File: config.mk
export PLATFORM = sky130hd
export DESIGN_NAME = lca_ctrl
export DESIGN_NICKNAME = d
export VERILOG_FILES = /design/src/hdl/lca_pkg.sv /design/src/hdl/lca_ctrl.sv
export SDC_FILE = /design/constraint.sdc
export NUM_CORES = 1
export LEC_CHECK = 0
export CAP_MARGIN = 15
export CORE_MARGIN = 5
export CORE_UTILIZATION = 44
export CTS_CLUSTER_SIZE = 40
export DETAILED_ROUTE_END_ITERATION = 8
export DONT_BUFFER_PORTS = 1
export SLEW_MARGIN = 40
export SYNTH_ARGS = -nofsm -noshare
export SYNTH_HDL_FRONTEND = slang
export SYNTH_SLANG_ARGS = --single-unit
File: constraint.sdc
create_clock -name i_clk -period 3.87 [get_ports i_clk]
set_clock_uncertainty 0.1 [all_clocks]
set_input_delay 0.1935 -clock i_clk [delete_from_list [all_inputs] [get_ports i_clk]]
set_output_delay 0.1935 -clock i_clk [all_outputs]
set_load 0.005 [all_outputs]
File: src/hdl/lca_pkg.sv
// Shared types, codes and constants for the lowest-common-ancestor engine.
// No dependencies; used by the engine's controller, datapath and top level.
`default_nettype none

package lca_pkg;

    localparam int ID_W   = 10;
    localparam int DIST_W = 11;
    localparam int STAT_W = 2;
    localparam int ACT_W  = 2;

    localparam int MAX_NODES_DEF = 1024;
    localparam int LEVELS_DEF    = 10;

    localparam logic [ACT_W-1:0] ACT_LOAD  = 2'd0;
    localparam logic [ACT_W-1:0] ACT_BUILD = 2'd1;
    localparam logic [ACT_W-1:0] ACT_QUERY = 2'd2;

    localparam logic [STAT_W-1:0] ST_DONE   = 2'd0;
    localparam logic [STAT_W-1:0] ST_ANSWER = 2'd1;
    localparam logic [STAT_W-1:0] ST_RANGE  = 2'd2;

    localparam int CMD_W = 5;
    localparam logic [CMD_W-1:0] CMD_IDLE     = 5'd0;
    localparam logic [CMD_W-1:0] CMD_CLEAR    = 5'd1;
    localparam logic [CMD_W-1:0] CMD_CAPTURE  = 5'd2;
    localparam logic [CMD_W-1:0] CMD_DECODE   = 5'd3;
    localparam logic [CMD_W-1:0] CMD_DEPTH_B  = 5'd4;
    localparam logic [CMD_W-1:0] CMD_DIFF     = 5'd5;
    localparam logic [CMD_W-1:0] CMD_LIFT_RD  = 5'd6;
    localparam logic [CMD_W-1:0] CMD_LIFT_WB  = 5'd7;
    localparam logic [CMD_W-1:0] CMD_CMP      = 5'd8;
    localparam logic [CMD_W-1:0] CMD_DESC_A   = 5'd9;
    localparam logic [CMD_W-1:0] CMD_DESC_B   = 5'd10;
    localparam logic [CMD_W-1:0] CMD_DESC_UPD = 5'd11;
    localparam logic [CMD_W-1:0] CMD_PAR_RD   = 5'd12;
    localparam logic [CMD_W-1:0] CMD_PAR_WB   = 5'd13;
    localparam logic [CMD_W-1:0] CMD_DL_RD    = 5'd14;
    localparam logic [CMD_W-1:0] CMD_DIST     = 5'd15;
    localparam logic [CMD_W-1:0] CMD_B_RD0    = 5'd16;
    localparam logic [CMD_W-1:0] CMD_B_RD1    = 5'd17;
    localparam logic [CMD_W-1:0] CMD_B_WR     = 5'd18;
    localparam logic [CMD_W-1:0] CMD_EMIT     = 5'd19;

    typedef struct packed {
        logic [ACT_W-1:0] action;
        logic [ID_W-1:0]  node_a;
        logic [ID_W-1:0]  node_b;
        logic [ID_W-1:0]  depth_in;
    } t_in_word;

    typedef struct packed {
        logic [ID_W-1:0]   ancestor;
        logic [DIST_W-1:0] distance;
        logic [STAT_W-1:0] status;
    } t_out_word;

    typedef struct packed {
        logic [CMD_W-1:0] op;
    } t_ctl;

    typedef struct packed {
        logic             clr_last;
        logic [ACT_W-1:0] act;
        logic             load_ok;
        logic             query_ok;
        logic             cnt_zero;
        logic             gap_zero;
        logic             a_eq_b;
        logic             lvl_zero;
        logic             build_last;
        logic             out_free;
    } t_sts;

endpackage

`default_nettype wire

File: src/hdl/lca_ctrl.sv
// Controller FSM: sequences clear, load, build and query steps in the datapath.
// Depends on lca_pkg; talks to lca_dpath through t_ctl / t_sts only.
`default_nettype none

module lca_ctrl (
    input  wire logic          i_clk,
    input  wire logic          i_rst_n,
    input  wire logic          i_in_valid,
    output logic               o_in_stall,
    input  wire lca_pkg::t_sts i_sts,
    output lca_pkg::t_ctl      o_ctl
);

    localparam int SW = 5;
    localparam logic [SW-1:0] S_CLEAR   = 5'd0;
    localparam logic [SW-1:0] S_IDLE    = 5'd1;
    localparam logic [SW-1:0] S_DECODE  = 5'd2;
    localparam logic [SW-1:0] S_Q_DB    = 5'd3;
    localparam logic [SW-1:0] S_Q_DIFF  = 5'd4;
    localparam logic [SW-1:0] S_LIFT    = 5'd5;
    localparam logic [SW-1:0] S_LIFT_WB = 5'd6;
    localparam logic [SW-1:0] S_CMP     = 5'd7;
    localparam logic [SW-1:0] S_DESC_A  = 5'd8;
    localparam logic [SW-1:0] S_DESC_B  = 5'd9;
    localparam logic [SW-1:0] S_DESC_U  = 5'd10;
    localparam logic [SW-1:0] S_PAR     = 5'd11;
    localparam logic [SW-1:0] S_PAR_WB  = 5'd12;
    localparam logic [SW-1:0] S_DL      = 5'd13;
    localparam logic [SW-1:0] S_DL_WB   = 5'd14;
    localparam logic [SW-1:0] S_B_RD0   = 5'd15;
    localparam logic [SW-1:0] S_B_RD1   = 5'd16;
    localparam logic [SW-1:0] S_B_WR    = 5'd17;
    localparam logic [SW-1:0] S_FINISH  = 5'd18;

    logic [SW-1:0] r_state;
    logic [SW-1:0] n_state;

    always_ff @(posedge i_clk) begin
        if (!i_rst_n) begin
            r_state <= S_CLEAR;
        end else begin
            r_state <= n_state;
        end
    end

    always_comb begin
        n_state   = r_state;
        o_ctl.op  = lca_pkg::CMD_IDLE;
        case (r_state)
            S_CLEAR: begin
                o_ctl.op = lca_pkg::CMD_CLEAR;
                if (i_sts.clr_last) begin
                    n_state = S_IDLE;
                end
            end
            S_IDLE: begin
                if (i_in_valid) begin
                    o_ctl.op = lca_pkg::CMD_CAPTURE;
                    n_state  = S_DECODE;
                end
            end
            S_DECODE: begin
                o_ctl.op = lca_pkg::CMD_DECODE;
                case (i_sts.act)
                    lca_pkg::ACT_BUILD: n_state = i_sts.cnt_zero ? S_FINISH : S_B_RD0;
                    lca_pkg::ACT_QUERY: n_state = i_sts.query_ok ? S_Q_DB : S_FINISH;
                    default:            n_state = S_FINISH;
                endcase
            end
            S_Q_DB: begin
                o_ctl.op = lca_pkg::CMD_DEPTH_B;
                n_state  = S_Q_DIFF;
            end
            S_Q_DIFF: begin
                o_ctl.op = lca_pkg::CMD_DIFF;
                n_state  = S_LIFT;
            end
            S_LIFT: begin
                if (i_sts.gap_zero) begin
                    n_state = S_CMP;
                end else begin
                    o_ctl.op = lca_pkg::CMD_LIFT_RD;
                    n_state  = S_LIFT_WB;
                end
            end
            S_LIFT_WB: begin
                o_ctl.op = lca_pkg::CMD_LIFT_WB;
                n_state  = S_LIFT;
            end
            S_CMP: begin
                o_ctl.op = lca_pkg::CMD_CMP;
                n_state  = i_sts.a_eq_b ? S_DL : S_DESC_A;
            end
            S_DESC_A: begin
                o_ctl.op = lca_pkg::CMD_DESC_A;
                n_state  = S_DESC_B;
            end
            S_DESC_B: begin
                o_ctl.op = lca_pkg::CMD_DESC_B;
                n_state  = S_DESC_U;
            end
            S_DESC_U: begin
                o_ctl.op = lca_pkg::CMD_DESC_UPD;
                n_state  = i_sts.lvl_zero ? S_PAR : S_DESC_A;
            end
            S_PAR: begin
                o_ctl.op = lca_pkg::CMD_PAR_RD;
                n_state  = S_PAR_WB;
            end
            S_PAR_WB: begin
                o_ctl.op = lca_pkg::CMD_PAR_WB;
                n_state  = S_DL;
            end
            S_DL: begin
                o_ctl.op = lca_pkg::CMD_DL_RD;
                n_state  = S_DL_WB;
            end
            S_DL_WB: begin
                o_ctl.op = lca_pkg::CMD_DIST;
                n_state  = S_FINISH;
            end
            S_B_RD0: begin
                o_ctl.op = lca_pkg::CMD_B_RD0;
                n_state  = S_B_RD1;
            end
            S_B_RD1: begin
                o_ctl.op = lca_pkg::CMD_B_RD1;
                n_state  = S_B_WR;
            end
            S_B_WR: begin
                o_ctl.op = lca_pkg::CMD_B_WR;
                n_state  = i_sts.build_last ? S_FINISH : S_B_RD0;
            end
            S_FINISH: begin
                if (i_sts.out_free) begin
                    o_ctl.op = lca_pkg::CMD_EMIT;
                    n_state  = S_IDLE;
                end
            end
            default: begin
                n_state = S_IDLE;
            end
        endcase
    end

    assign o_in_stall = (r_state != S_IDLE);

endmodule

`default_nettype wire
==> metrics <==
H-Tree Depth 1; Setup crit end kind output port; Worst Hold Path EP r_state[3]; max reg flops 5; Critical Path Source Type flop; GRT Total Usage between 15 and 20%; vias in the first global route 630; DRT Pass-1 Iters 4; Nets between 100 and 150; largest net degree at the start of global routing 24; wire per inst roughly 16 µm; Achievable Freq slightly below 500 MHz; R2R setup slack ~1.9 ns; MaxCap Viol Count 0; Syn Inst Count between 90 and 100; hold depth 1; Reg with most FFs r_state; TritonCTS sink count 5; yosys warns 0; post-place setup slack roughly 1.9 ns; Area Growth Syn to Fin 4.26%; CP arrival between 1.5 and 2 ns; Slew Viols, Final 0; initial core utilization between 40% and 50%; # DRC 0; RR Startpoint r_state[0]; RSZ-0062 raised after global routing false; Power Dens Cells 645 nW/µm²; Via density 6.37; hold_buf cts 1; Final Hold Violating Endpoints 0; Filler cells 160; Die X between 40 and 50 µm; reg-to-reg endpoint r_state[0]; final setup fails 0; synthesized area between 600 and 700 µm²; Final Cell Area slightly above 700 µm²; Skew-Pair Late Insertion Delay ~0.23 ns; post-synth net total roughly 110; largest fanout on the critical path 23; cell area after placement roughly 660 µm²; first-pass GRT wire length 2.99 mm; Avg Inst Size Synth ~7 µm²; DR vias 707; Top FF cell, synth dfxtp_1; Worst Max-Slew Pin Slew 0.760 ns; CTS clk-pin slew, worst paths roughly 0.040 ns; row count 14; Initial DRC Count 19; Post-CTS Setup Inserts 0; antenna cells 0; initial antenna violation count 0; root buf cell clkbuf_4; Tcrit/Tclk final 52.1%; # IOs 20; RePlAce Congestion ~0.76; Pwr Total between 0.4 and 0.5 mW; Routed WL around 1.8 mm; GRT overflow 0; number of port buffers 0; setup TNS 0 ns; post-route ant nets 0; worst r2r path cells 4; biggest registers after layout r_state (5); FF+latch count, synth 5; fraction of registers with async set/reset 0%; Post-synth EDFFs 0; Final WS setup 1.86 ns; CTS Buf Count 3; total core area between 1000 and 1500 µm²; TritonCTS clock tree done; DP Wirelength between 1 and 1.5 mm; max_slew headroom roughly 49%; Clock Path Buffers 2; fin crit period ~2.0 ns; status finished clean; HP Class input port to flop; post-synth cell types 42; Static Leak between 0.2 and 0.3 nW; hold path start i_rst_n; Max VDD drop just under 0.0004 V; CP Data Required Time ~3.6 ns; cells resized by post-CTS repair 0; layout cell share with drive strength beyond 1 7.37%; Die H a little under 50 µm; Seq/Total Area, Yosys around 15%; WS Path Type flop to output port; die area approximately 2400 µm²
[stage by stage]
step	hold WS [ns]	util [%]	cells
finish	0.0192	47.3	111
global route	0.000833	47.3	111
CTS	0.000998	46.6	110
detailed placement	0.236	44.2	105
global placement	0.237	44.2	105
floorplan	0.225	-	97
[cell usage after synthesis, types with 2 or more instances]
| library cell | count | area (µm²) |
|---|---|---|
| buf_2 | 6 | 30.0 |
| inv_1 | 6 | 22.5 |
| o22ai_1 | 2 | 12.5 |
| a41oi_1 | 2 | 17.5 |
| a21oi_1 | 5 | 25.0 |
| nand3_1 | 3 | 15.0 |
| mux2_2 | 2 | 22.5 |
| nor2_1 | 12 | 45.0 |
| dfxtp_1 | 5 | 100 |
| a21o_1 | 2 | 15.0 |
| and2_1 | 2 | 12.5 |
| buf_1 | 2 | 7.51 |
| ha_1 | 2 | 25.0 |
| o21ai_0 | 6 | 30.0 |
| nor3_1 | 3 | 15.0 |
| nand4_1 | 2 | 12.5 |
| nand2b_1 | 3 | 18.8 |
| nor4bb_1 | 2 | 20.0 |
| nand2_1 | 4 | 15.0 |
| nor2b_1 | 2 | 12.5 |
| a31oi_1 | 3 | 18.8 |
[routing by layer]
metal  share of wire (%)  routed length, µm  up-vias  track usage, %
li1                    -                  -      362               -
met1                  47                838      323            20.1
met2                  45                794       22            21.5
met3                 7.7                136        0            5.50
met4                   0                  0        0            6.73
met5                   0                  0        -               0
[kinds of logic (layout without fill, tap and decap cells)]
kind of cell | count (synthesis) | count (layout) | share of synthesized area (%)
buffers and inverters | 14 | 12 | 8.89
flip-flops | 5 | 5 | 14.8
AO/OA/AOI/OAI | 34 | 34 | 35.7
XOR/XNOR | 2 | 2 | 2.59
multiplexers | 2 | 2 | 3.33
AND/OR/NAND/NOR | 38 | 38 | 30.9
adder cells (fa/ha/maj) | 2 | 2 | 3.70
[cell usage in the layout (no fill, tap or decap), types with 3 or more instances in the layout]
| master | n |
|---|---|
| nor2_1 | 12 |
| inv_1 | 6 |
| o21ai_0 | 6 |
| a21oi_1 | 5 |
| dfxtp_1 | 5 |
| nand2_1 | 4 |
| nand3_1 | 3 |
| nand2b_1 | 3 |
| a31oi_1 | 3 |
| nor3_1 | 3 |
| clkbuf_4 | 3 |
[worst max-delay path by stage]
stage	slack (ns)	end	from
6_report	1.86	o_ctl[1]	r_state[1]
5_1_grt	1.75	o_ctl[1]	r_state[1]
4_1_cts	1.86	o_ctl[1]	r_state[1]
3_5_place_dp	1.86	r_state[0]	r_state[0]
3_3_place_gp	1.90	r_state[0]	r_state[0]
2_1_floorplan	2.36	r_state[3]	r_state[1]
[power by group]
part / internal, mW / switching, mW / leakage (nW)
Combinational: 0.120 / 0.111 / 0.231
Clock: 0.0388 / 0.0184 / 0.0150
Sequential: 0.0699 / 0.0966 / 0.0410
[cell type report]
class	count	area, µm²	share of cell area, %
Clock buffer	4	26.3	3.73
Inverter	6	22.5	3.20
Multi-Input combinational cell	78	515	73.2
Sequential cell	5	100	14.2
Tap cell	16	20.0	2.84
Timing Repair Buffer	2	20.0	2.84
[critical path: stages, from the launching register on]
cell       delay [ns]
dfxtp_1          0.80
nor2b_1          0.17
o2bb2ai_1        0.17
a32oi_1          0.20
o21ai_0          0.14
Power figures use the tool's default switching activity.
